==> config.mk <==
export PLATFORM = sky130hd
export DESIGN_NAME = bst_ram
export DESIGN_NICKNAME = d
export VERILOG_FILES = /design/src/bst_ram.sv
export SDC_FILE = /design/constraint.sdc
export NUM_CORES = 1
export LEC_CHECK = 0
export ABC_AREA = 1
export BUFFER_PORTS_ARGS = -buffer_cell sky130_fd_sc_hd__buf_2
export CAP_MARGIN = 20
export CELL_PAD_IN_SITES_DETAIL_PLACEMENT = 1
export CELL_PAD_IN_SITES_GLOBAL_PLACEMENT = 1
export CORE_AREA = 2 2 149 151
export DETAILED_ROUTE_END_ITERATION = 7
export DIE_AREA = 0 0 151 153
export GPL_ROUTABILITY_DRIVEN = 1
export PLACE_DENSITY = 0.77
export SETUP_SLACK_MARGIN = 0.05
export SYNTH_ARGS = -nofsm -noshare
export SYNTH_HDL_FRONTEND = slang
export SYNTH_SLANG_ARGS = --single-unit
==> constraint.sdc <==
create_clock -name clk -period 1.9 [get_ports clk]
set_clock_uncertainty 0.05 [all_clocks]
set_input_delay 0.38 -clock clk [delete_from_list [all_inputs] [get_ports clk]]
set_output_delay 0.38 -clock clk [all_outputs]
set_load 0.01 [all_outputs]
==> src/bst_ram.sv <==
// Generic single-port-write, single-port-read RAM with registered read data.
module bst_ram #(
  parameter int WIDTH = 8,
  parameter int DEPTH = 32
) (
  input  logic                     clk,
  input  logic                     wr_en,
  input  logic [$clog2(DEPTH)-1:0] wr_addr,
  input  logic [WIDTH-1:0]         wr_data,
  input  logic                     rd_en,
  input  logic [$clog2(DEPTH)-1:0] rd_addr,
  output logic [WIDTH-1:0]         rd_data
);

  logic [WIDTH-1:0] mem [DEPTH];

  always_ff @(posedge clk) begin
    if (wr_en) begin
      mem[wr_addr] <= wr_data;
    end
    if (rd_en) begin
      rd_data <= mem[rd_addr];
    end
  end

endmodule

Word-level counts from Yosys, hierarchy flattened:

Memories as Yosys holds them, arrays and structs flattened. A register that Yosys moved wholly into a read port is not among the register bits.
Index checks and enable logic that the tools add are counted.
W data, S select, Z words.

* logic and storage cells: 3
* register bits: 0
* memories: 1
* input port bits: 21
* bits in writable memories: 256
* output and inout port bits: 8

* muxes and demuxes: 2

Memories
* mem: words 32, width 8, rd ports 1, clocked after memory_dff 1, wr ports 1, line 15 `logic [WIDTH-1:0] mem [DEPTH];`

Operators by type and width (number)
* $mux W1: 2

Longest topological paths before layout:

* word-level depth: 2
* mapped depth: 11
* gate-level depth less buffers: 9

Least setup slack after synthesis:

No wires, ideal clock.

* path kind: input-to-reg
* from: in wr_addr[0]
* to: mem mem[0][0], enable pin
* data required time: 1.480 ns
* arrival: 1.044 ns
* slack: 0.436 ns
* stages: 3
* path buffers: 0
* library setup time: 0.370 ns
* path through: inv_1 > nand3_1 > nor2_1

RTL lines
* start: declaration: line 8 `input logic [$clog2(DEPTH)-1:0] wr_addr,`
* end: declaration: line 15

No word-level cell before the write port.

Worst setup path in the final report:

* from: reg rd_data[2] (read register of mem)
* to: out rd_data[2]

RTL lines
* start: declaration: line 12 `output logic [WIDTH-1:0] rd_data`

No word-level cell between the ends.

==> flow_summary.json <==
{
  "cp_data_arrival_time_ns": 1.17,
  "power_leakage_nw": 4.68,
  "crit_chain": "buf_2",
  "report.final.slew_viol_count": 0,
  "ioPinCount": 29,
  "drt_first_iter_violations": 569,
  "max_freq_ghz": 0.626,
  "initial_antenna_violation_count": 0,
  "clock_sink_count": 264,
  "antenna-diode-count": 0,
  "synth_nets": 943,
  "cp_slowest_cell": "sky130_fd_sc_hd__edfxtp_1",
  "drtAntennaViolNets": 0,
  "grt_overflow_total": 0,
  "htree_num_levels": 1,
  "synth.cell_area_um2": 10900,
  "drive_gt1_frac": 0.126,
  "via_count_of_the_first_global_routing_pass": 7757,
  "placed_cells": 1238,
  "drt_drc_violations_left": 0,
  "outcome": "completed",
  "multiInputGateArea_um2": 2490,
  "timing.critical_path.required_ns": 1.47,
  "synth.yosys.seq_area_share": 0.730,
  "routabilityCongestion": 0.780,
  "area_growth_pct": 14.4,
  "die_area_um2": 23100,
  "fillCellCount": 2205,
  "path_max_fanout": 1,
  "power_per_cell_area_nw_per_um2": 1020,
  "setup.worst_path.start_class": "flip-flop",
  "post_drt_wl_per_cell_um": 22.4,
  "fin_cells": 1286,
  "period_share": 0.840,
  "worst-r2r-setup-slack_ns": 0.54,
  "postCtsResizedCells": 0,
  "finalHoldWorstSlack_ns": 0.179,
  "worst_path_largest_cell_delay_ns": 0.46,
  "fp.dieH_um": 153,
  "grt_setup_unrepaired": "no",
  "cts_setup_buffers": 0,
  "max-cap-violations": 0,
  "final_nets": 1008,
  "design_power_total_w": 0.0127,
  "grt_pass1_wl_mm": 44.5,
  "drt-pass1-iter-count": 4,
  "initial_core_utilization": 0.506,
  "largest_net_degree_at_the_start_of_global_routing": 66,
  "die_width_um": 151,
  "tritoncts": "done",
  "critPathBufInv": 1,
  "route.final.wire_length_mm": 28.8,
  "global_route.usage.total": 0.258,
  "yosys_register_bits": 264,
  "worst_skew_pair.late_latency_ns": 0.52,
  "cts.clk_slew.worst_paths_ns": 0.06,
  "site_row_count": 54,
  "critPathTopFamily": "flip-flops",
  "synth_warnings": 0,
  "yosys.cell_types.count": 11,
  "netlist_instances": 922,
  "numPortBuffers": 28,
  "setup_viol": 0,
  "fin_crit_ns": 1.60,
  "vias": 7249,
  "worst-setup-path-type": "flip-flop to output pin",
  "syn-mean-instance-area_um2": 11.8,
  "cts_max_path_buffers": 3,
  "timing.hold.worst.class": "primary input to flip-flop",
  "dpl.hpwl_mm": 17.5,
  "cts-buffers-inserted": 27,
  "timing.slew.headroom": 0.518,
  "detail_route.vias_per_cell": 5.64,
  "cts_hold_buf": 0,
  "cts_root_buffer": "sky130_fd_sc_hd__clkbuf_16",
  "timing.setup.tns_ns": 0,
  "standard_cell_core_area_um2": 21500,
  "worstMarginPinSlew_ns": 0.724,
  "critical_path.endpoint_type": "output pin",
  "vdd_ir_drop_max_mv": 0.903,
  "seqCellArea_um2": 7930,
  "timing_hold_violations_final": 0
}
[logic make-up after synthesis]
family / Yosys count / share of synthesized area
buf+inv: 62 / 0.0411
flops: 264 / 0.730
simple gates: 596 / 0.229
[synth_stat cells]
master | n | area (um2)
sky130_fd_sc_hd__clkbuf_1 | 7 | 26.3
sky130_fd_sc_hd__buf_4 | 4 | 30.0
sky130_fd_sc_hd__nor2_1 | 32 | 120
sky130_fd_sc_hd__buf_2 | 15 | 75.1
sky130_fd_sc_hd__nand3_1 | 204 | 1020
sky130_fd_sc_hd__edfxtp_1 | 264 | 7930
sky130_fd_sc_hd__inv_2 | 2 | 7.51
sky130_fd_sc_hd__buf_1 | 2 | 7.51
sky130_fd_sc_hd__buf_6 | 24 | 270
sky130_fd_sc_hd__nand2_1 | 360 | 1350
sky130_fd_sc_hd__inv_1 | 8 | 30.0
[worst paths after layout]
check / from / depth (start not counted) / to
max: rd_data[2] / 1 / rd_data[2]
min: rd_en / 1 / rd_data[0]
max reg2reg: mem[3][2] / 8 / rd_data[2]
min reg2reg: mem[6][7] / 8 / rd_data[7]
[stage by stage]
stage	setup WS [ns]	utilization	cell area (um2)
after floorplan	0.436	-	10900
after CTS	0.307	0.579	12400
after global routing	0.286	0.579	12400
final	0.304	0.579	12400
after detailed placement	0.0632	0.538	11600
after global placement	0.0747	0.538	11600
[area by class of cell]
class	instances	area share
clock buffers	31	0.0556
repair buffers	88	0.0598
multi-input cells	596	0.201
inverters	10	0.00312
well taps	280	0.0282
flip-flops and latches	264	0.638
clock inverters	17	0.0150
[metal layers]
metal  track usage  wire length, um  up-vias
met5             0                0        -
met4        0.0797              662        0
met3        0.0301             1370       48
met2         0.428            14500      202
met1         0.358            12200     3665
li1              -                -     3334
[registers in the layout, summed over array words and instances (netlist names)]
register,flops
rd_data,8
mem,256
[report_power, final]
group / internal (W) / switching [W]
sequential: 0.00650 / 0.0000301
combinational: 0.000249 / 0.000596
clock: 0.00314 / 0.00214
total: 0.00988 / 0.00277
[layout by cell type (no fill, tap or decap)]
cell and instances:
sky130_fd_sc_hd__inv_2 1, sky130_fd_sc_hd__nor2_1 32, sky130_fd_sc_hd__buf_4 49, sky130_fd_sc_hd__bufinv_16 4, sky130_fd_sc_hd__buf_12 12, sky130_fd_sc_hd__clkbuf_1 4
sky130_fd_sc_hd__clkinv_4 2, sky130_fd_sc_hd__inv_1 8, sky130_fd_sc_hd__nand3_1 204, sky130_fd_sc_hd__nand2_1 360, sky130_fd_sc_hd__clkinvlp_4 1, sky130_fd_sc_hd__edfxtp_1 264
sky130_fd_sc_hd__clkbuf_16 27, sky130_fd_sc_hd__clkinv_2 4, sky130_fd_sc_hd__buf_2 27, sky130_fd_sc_hd__clkinv_1 7
No activity file was read; power rests on OpenSTA's default activity.
