$ cat config.mk
export PLATFORM = sky130hd
export DESIGN_NAME = bst_div
export DESIGN_NICKNAME = d
export VERILOG_FILES = /design/src/bst_pkg.sv /design/src/bst_div.sv
export SDC_FILE = /design/constraint.sdc
export NUM_CORES = 1
export LEC_CHECK = 0
export BUFFER_PORTS_ARGS = -buffer_cell sky130_fd_sc_hd__buf_2
export CORE_ASPECT_RATIO = 1.4
export CORE_MARGIN = 3
export CORE_UTILIZATION = 25
export CTS_CLUSTER_SIZE = 24
export DETAILED_ROUTE_END_ITERATION = 12
export HOLD_SLACK_MARGIN = 0.05
export PLACE_DENSITY = 0.51
export SYNTH_ARGS = -nofsm -noshare
export SYNTH_HDL_FRONTEND = slang
export SYNTH_SLANG_ARGS = --single-unit
export TNS_END_PERCENT = 20
$ cat constraint.sdc
create_clock -name clk -period 10.25 [get_ports clk]
set_input_delay 2.05 -clock clk [delete_from_list [all_inputs] [get_ports clk]]
set_output_delay 2.05 -clock clk [all_outputs]
set_load 0.02 [all_outputs]
$ cat src/bst_pkg.sv
// Shared types, constants and codes of the beacon sample table.
package bst_pkg;

  localparam int TABLE_DEPTH = 32;
  localparam int REPORT_MAX  = 4;

  localparam int IDX_W  = $clog2(TABLE_DEPTH);
  localparam int CNT_W  = $clog2(TABLE_DEPTH + 1);
  localparam int RANK_W = ($clog2(REPORT_MAX + 1) > 2) ? $clog2(REPORT_MAX + 1) : 2;

  localparam int OP_W    = 2;
  localparam int LEN_W   = 16;
  localparam int FC_W    = 16;
  localparam int BSSID_W = 48;
  localparam int TSF_W   = 64;
  localparam int RSSI_W  = 8;
  localparam int RTC_W   = 32;
  localparam int CHAN_W  = 4;
  localparam int OFS_W   = 56;

  localparam int MS_PER_SEC = 1000;
  localparam int US_PER_MS  = 1000;
  localparam int PROD_W     = RTC_W + $clog2(MS_PER_SEC);

  localparam int DIV_CHUNK_W = 16;
  localparam int DIV_STEPS   = TSF_W / DIV_CHUNK_W;
  localparam int DIV_STEP_W  = $clog2(DIV_STEPS);
  localparam int DIV_REM_W   = $clog2(US_PER_MS);
  localparam int DIV_PART_W  = DIV_REM_W + DIV_CHUNK_W;
  localparam int DIV_SHIFT   = DIV_PART_W + DIV_REM_W;
  localparam int DIV_RECIP_W = DIV_SHIFT - DIV_REM_W + 1;
  localparam int DIV_PROD_W  = DIV_PART_W + DIV_RECIP_W;
  localparam longint unsigned DIV_RECIP =
    ((64'd1 << DIV_SHIFT) + 64'(US_PER_MS) - 64'd1) / 64'(US_PER_MS);

  localparam logic [OP_W-1:0] OP_CLEAR  = 2'd0;
  localparam logic [OP_W-1:0] OP_BEACON = 2'd1;
  localparam logic [OP_W-1:0] OP_REPORT = 2'd2;
  localparam logic [OP_W-1:0] OP_UNUSED = 2'd3;

  localparam logic [LEN_W-1:0] MIN_FRAME_LEN     = 16'd32;
  localparam logic [1:0]       FC_TYPE_MGMT      = 2'd0;
  localparam logic [3:0]       FC_SUBTYPE_BEACON = 4'd8;
  localparam logic [7:0]       BCAST_BYTE        = 8'hFF;

  typedef struct packed {
    logic [OP_W-1:0]          op;
    logic [LEN_W-1:0]         frame_length;
    logic [FC_W-1:0]          frame_control;
    logic [BSSID_W-1:0]       bssid;
    logic [TSF_W-1:0]         tsf;
    logic signed [RSSI_W-1:0] rssi;
    logic [RTC_W-1:0]         rtc_now_sec;
    logic [CHAN_W-1:0]        scan_channel;
  } in_t;

  typedef struct packed {
    logic                    record_valid;
    logic [1:0]              rank;
    logic [BSSID_W-1:0]      out_bssid;
    logic [CHAN_W-1:0]       out_channel;
    logic [TSF_W-1:0]        out_tsf;
    logic signed [OFS_W-1:0] offset_ms;
    logic                    last;
  } out_t;

  typedef struct packed {
    logic [BSSID_W-1:0]       bssid;
    logic [CHAN_W-1:0]        channel;
    logic signed [RSSI_W-1:0] rssi;
    logic [TSF_W-1:0]         tsf;
    logic [RTC_W-1:0]         rtc_sec;
  } entry_t;

  localparam int ENTRY_W = $bits(entry_t);

  typedef enum logic [2:0] {
    S_IDLE,
    S_SCAN,
    S_WRITE,
    S_DIV,
    S_EMIT
  } state_t;

endpackage

$ cat src/bst_div.sv
// Chunked divider that turns a microsecond timestamp into milliseconds.
module bst_div (
  input  logic                      clk,
  input  logic                      rst_n,
  input  logic                      start,
  input  logic [bst_pkg::TSF_W-1:0] dividend,
  output logic                      done,
  output logic [bst_pkg::TSF_W-1:0] quotient
);
  import bst_pkg::*;

  logic                   busy_r;
  logic                   done_r;
  logic                   phase_r;
  logic [DIV_STEP_W-1:0]  step_r;
  logic [DIV_REM_W-1:0]   rem_r;
  logic [TSF_W-1:0]       num_r;
  logic [TSF_W-1:0]       quo_r;
  logic [DIV_CHUNK_W-1:0] qd_r;
  logic [DIV_PART_W-1:0]  part;
  logic [DIV_PROD_W-1:0]  prod;
  logic [DIV_PART_W-1:0]  back;

  // Each step divides the running remainder joined with the next 16 bits of the
  // dividend, first by a reciprocal multiplication and then by taking back the remainder.
  assign part = {rem_r, num_r[TSF_W-1 -: DIV_CHUNK_W]};
  assign prod = DIV_PROD_W'(part) * DIV_PROD_W'(DIV_RECIP);
  assign back = DIV_PART_W'(qd_r) * DIV_PART_W'(US_PER_MS);

  always_ff @(posedge clk) begin
    if (!rst_n) begin
      busy_r <= 1'b0;
      done_r <= 1'b0;
    end else begin
      done_r <= 1'b0;
      if (start) begin
        busy_r <= 1'b1;
      end else if (busy_r && phase_r && step_r == DIV_STEP_W'(DIV_STEPS - 1)) begin
        busy_r <= 1'b0;
        done_r <= 1'b1;
      end
    end
  end

  always_ff @(posedge clk) begin
    if (start) begin
      step_r  <= '0;
      phase_r <= 1'b0;
      rem_r   <= '0;
      num_r   <= dividend;
    end else if (busy_r) begin
      phase_r <= !phase_r;
      if (!phase_r) begin
        qd_r <= prod[DIV_SHIFT +: DIV_CHUNK_W];
      end else begin
        rem_r  <= DIV_REM_W'(part - back);
        quo_r  <= {quo_r[TSF_W-DIV_CHUNK_W-1:0], qd_r};
        num_r  <= {num_r[TSF_W-DIV_CHUNK_W-1:0], {DIV_CHUNK_W{1'b0}}};
        step_r <= step_r + DIV_STEP_W'(1);
      end
    end
  end

  assign done     = done_r;
  assign quotient = quo_r;

`ifndef NO_ASSERTIONS
  a_start_begins: assert property (@(posedge clk) disable iff (!rst_n)
    start |=> busy_r && step_r == '0 && !phase_r)
    else $error("Divider did not begin after a start.");

  a_done_idle: assert property (@(posedge clk) disable iff (!rst_n)
    done_r |-> !busy_r)
    else $error("Divider finished while still busy.");

  a_done_after_busy: assert property (@(posedge clk) disable iff (!rst_n)
    done_r |-> $past(busy_r))
    else $error("Divider finished without having run.");
`endif

endmodule

# Word level (Yosys, flattened, before mapping)
# Index checks and enable logic that the tools add are counted.
# totals
register_bits	159
inputBits	67
out_inout_bits	65
word_cells	33
# op_classes
n_addsub	2
mul	2
n_eq_ne	1
n_mux	6
n_bitwise	3
reduce_logical	11
# ops
operator	n
$mux W64	3
$mul A26 B27 Y52 const B	1
$mul A16 B7 Y7 const B	1
$sub A10 B10 Y10	1
$reduce_and A3 Y1	2
$reduce_bool A2 Y1	3
$reduce_and A2 Y1	2
$mux W1	3
$not A1 Y1	3
$add A2 B1 Y2 const B	1
$eq A2 B2 Y1 const B	1
$logic_and A1 B1 Y1	2
$reduce_or A2 Y1	1
$logic_not A1 Y1	1

# Logic depth before layout (Yosys ltp)
# depth
depth_word	4
mapped_depth	24
mapped_depth_nobuf	24

# Worst setup path after synthesis
# OpenSTA, ideal clock, no wires.
# synth_path
kind	reg2reg
startpoint	reg num_r[63]
endpoint	reg qd_r[14] (data pin)
setup_ps	180
t_arrival_ps	5917
required_time_ps	10070
slack_ps	4153
path_stages_with_launch	23
n_path_buf	0
cell_sequence	edfxtp_1 -> inv_1 -> ha_1 -> fa_1 -> inv_1 -> fa_1 -> inv_1 -> fa_1 -> inv_1 -> fa_1 -> fa_1 -> inv_1 -> fa_1 -> inv_1 -> ha_1 -> a21o_2 -> a22o_1 -> a221oi_2 -> o21ai_1 -> and4bb_4 -> o31ai_4 -> a2111o_1 -> o311ai_1
# synth_between
elab_chain_len	1
# synth_lines
item	line_no	rtl
start: declaration	bst_div.sv:17	logic [TSF_W-1:0] num_r;
start signal: assignment	bst_div.sv:50	num_r <= dividend;
start signal: assignment	bst_div.sv:58	num_r <= {num_r[TSF_W-DIV_CHUNK_W-1:0], {DIV_CHUNK_W{1'b0}}};
$mul A26 B27 Y52	bst_div.sv:27	assign prod = DIV_PROD_W'(part) * DIV_PROD_W'(DIV_RECIP);
via prod[50]	bst_div.sv:21	logic [DIV_PROD_W-1:0] prod;
end signal: assignment	bst_div.sv:54	qd_r <= prod[DIV_SHIFT +: DIV_CHUNK_W];
end: declaration	bst_div.sv:19	logic [DIV_CHUNK_W-1:0] qd_r;
# The timed path passes the listed nets, and every way through them passes these cells.
# A chain may end at the register's enable or synchronous reset.

# Worst setup path after layout
# layout_path
startpoint	reg num_r[60]
endpoint	reg qd_r[9] (data pin)
# Same word-level chain as after synthesis.

==> impl_metrics.tcl <==
set metrics [dict create \
    status "finished, final reports clean" \
    num_vias 9451 \
    crit_path_start "num_r[60]" \
    vias_per_cell 4.09 \
    critPathRequiredTime_ns 10.44 \
    fillers 6434 \
    path_cells "inv_1 > fa_1 > fa_1 > fa_1 > fa_1 > inv_1 > fa_1 > fa_1 > inv_1 > fa_1 > inv_1 > ha_1 > nand2_1 > o21ai_0 > o211ai_1 > a31oi_1 > and4bb_4 > o31ai_1 > a41oi_1 > xnor2_1" \
    stdcell_area_um2 18200 \
    rsz0062_at_grt "false" \
    cp_top_family "adder cells" \
    hold_class "reg -> reg" \
    chipWidth_um 220 \
    cts.repair.resized 0 \
    drt-wirelength-per-cell_um 17.0 \
    hpwl_um 33600 \
    antenna_found_initial 0 \
    dieArea_um2 66900 \
    gp_congestion 0.894 \
    clock_latency_ns 0.44 \
    hold_path_depth 0 \
    met1_usage 0.129 \
    htreeDepth 4 \
    diodes 0 \
    track_usage 0.122 \
    syn-num-nets 1897 \
    syn_avg_cell_area_um2 12.0 \
    maxSlewHeadroom 0.385 \
    core_um2 62600 \
    path_clk_slew_ns 0.07 \
    synth.distinct_cells 52 \
    clockRootBuffer "clkbuf_16" \
    worstPathMaxFanout 7 \
    wl_um 39200 \
    worstSetupPathType "reg -> reg" \
    fin_crit_ns 7.48 \
    ant_nets 0 \
    cts_buffer_depth 2 \
    rrSetupSlack_ns 2.77 \
    cp.arrival_ns 7.67 \
    drv_cap 0 \
    slowest_stage "edfxtp_1" \
    hold_violations 0 \
    synthCells 1328 \
    grt_start_max_net_pins 69 \
    yosysWarnings 0 \
    rr_worst_depth 20 \
    grt_pass1_wl_um 61600 \
    rows 108 \
    cts_tree "built" \
    totalNegativeSetupSlack_ns 0 \
    place.port_buffers 131 \
    regToRegStartpoint "num_r[60]" \
    max_freq_ghz 0.134 \
    grt_overflow 0 \
    worstMarginPinSlew_ns 0.923 \
    syn_to_final_growth_pct 14.1 \
    clock_sinks 159 \
    setup_viol 0 \
    cp-endpoint "qd_r[9]" \
    utilization 0.291 \
    timing.rr.end "qd_r[9]" \
    fp.dieH_um 305 \
    worstSetupStartpointType "flip-flop" \
    cts_buffers 17 \
    synth_edf_count 144 \
    crit_path_end_kind "flip-flop" \
    grt_pass1_vias 10922 \
    placed_cells 2280 \
    use_met3 0.0117 \
    cpMostUsedCell "fa_1" \
    async_flop_share 0 \
    drtIter0Drc 359 \
    fin_crit_sh 0.729 \
    placedInstanceArea_um2 17700 \
    ys_ff_latch 159 \
    drive_gt1_frac 0.152 \
    critical-path-max-stage-delay_ns 0.80 \
    io_pins 132 \
    cp_num_buf_inv 4 \
    synth_flop_cell "edfxtp_1" \
    finClkSkew_ns 0.0136 \
    post_cts_buffers 0 \
    grt-busiest-layer "met2" \
    start_util 0.255 \
    stdcell_count 2311 \
    maxSlewViolCount 0 \
    syn_area_um2 16000 \
    layout.nets 2043 \
    crit_cells 20 \
    use_met2 0.242 \
    ctsHoldBuffers 0 \
    drc 0 \
    ys_seq_area_frac 0.290 \
    drt_pass1_iterations 4 \
]
-- cells in the mapped netlist (all sizes together) (4+ instances only) --
cell / n / area (um2)
nor2b: 7 / 43.8
o22ai: 9 / 56.3
xnor2: 22 / 193
dfxtp: 15 / 300
a21oi: 26 / 130
fa: 216 / 4320
inv: 407 / 1530
nand2: 14 / 52.6
a211oi: 4 / 30.0
and2: 18 / 114
xor2: 8 / 70.1
clkbuf: 6 / 22.5
mux2: 48 / 541
nor3: 6 / 35.0
o21ai: 16 / 80.1
ha: 286 / 3580
edfxtp: 144 / 4320
and3: 6 / 37.5
nand3: 5 / 25.0
a21o: 12 / 93.8
nor2: 11 / 41.3
-- layer usage --
layer,vias up,wire (um)
li1,4527,-
met1,4771,14600
met2,109,22600
met3,44,583
met4,0,1420
met5,-,0
-- sequential cells by signal, indices dropped and copies added, names as in the netlist --
name	cells
done	1
quotient	64
step_r	2
num_r	64
phase_r	1
qd_r	16
rem_r	10
busy_r	1
-- area by class of cell --
cell class              instances  area [um2]  share of cell area
repair buffers                136         693              0.0381
clock buffers                  18         429              0.0236
well taps                     825        1030              0.0567
flip-flops and latches        159        4620               0.254
clock inverters                13         128             0.00701
multi-input cells             752        9770               0.537
inverters                     408        1530              0.0841
-- cells by family (layout without fill, tap and decap cells) --
logic type	Yosys count	count (layout)	synth area share
DFF	159	159	0.290
muxes	49	49	0.0345
xor gates and xnor gates	30	30	0.0165
AOI/OAI and AO/OA	87	87	0.0360
and+or+nand+nor	84	84	0.0298
adders and majority gates	502	502	0.495
buffers and inverters	417	575	0.0981
-- per-stage QoR --
stage                     setup slack, ns  hold slack (ns)
final                                2.77            0.426
after detailed placement             2.59            0.408
after CTS                            2.59            0.429
after global routing                 2.34            0.444
after global placement               2.62            0.416
after floorplan                      4.15            0.400
-- placed cells by master, fill, tap and decap left out, types with 3 or more instances in the layout --
| cell type | Yosys | final |
|---|---|---|
| dfxtp_1 | 15 | 15 |
| clkbuf_16 | 0 | 17 |
| mux2_2 | 48 | 48 |
| nand2_1 | 14 | 14 |
| edfxtp_1 | 144 | 144 |
| nor2b_1 | 7 | 7 |
| nor2_1 | 11 | 11 |
| nor3_1 | 5 | 5 |
| and2_1 | 17 | 17 |
| nand2b_1 | 3 | 3 |
| inv_1 | 407 | 406 |
| a211oi_1 | 4 | 4 |
| buf_4 | 0 | 5 |
| xnor2_1 | 22 | 22 |
| fa_1 | 216 | 216 |
| inv_6 | 0 | 5 |
| clkinv_4 | 0 | 3 |
| a21o_2 | 3 | 3 |
| ha_1 | 286 | 286 |
| o21ai_0 | 15 | 15 |
| nand4_1 | 3 | 3 |
| and3_1 | 6 | 6 |
| a21o_1 | 9 | 9 |
| o22ai_1 | 9 | 9 |
| nand3_1 | 5 | 5 |
| a21oi_1 | 26 | 26 |
| xor2_1 | 8 | 8 |
| buf_2 | 0 | 131 |
-- how the worst min path moves through the flow --
stage	to	slack [ns]	from
2_1_floorplan	quotient[10]	0.40	qd_r[10]
3_3_place_gp	quotient[7]	0.42	qd_r[7]
3_5_place_dp	quotient[8]	0.41	qd_r[8]
4_1_cts	quotient[14]	0.43	qd_r[14]
5_1_grt	quotient[11]	0.44	qd_r[11]
6_report	quotient[8]	0.43	qd_r[8]
Power is not shown: default switching activity piles up to over one toggle a cycle in this logic, so the estimate is an artifact.
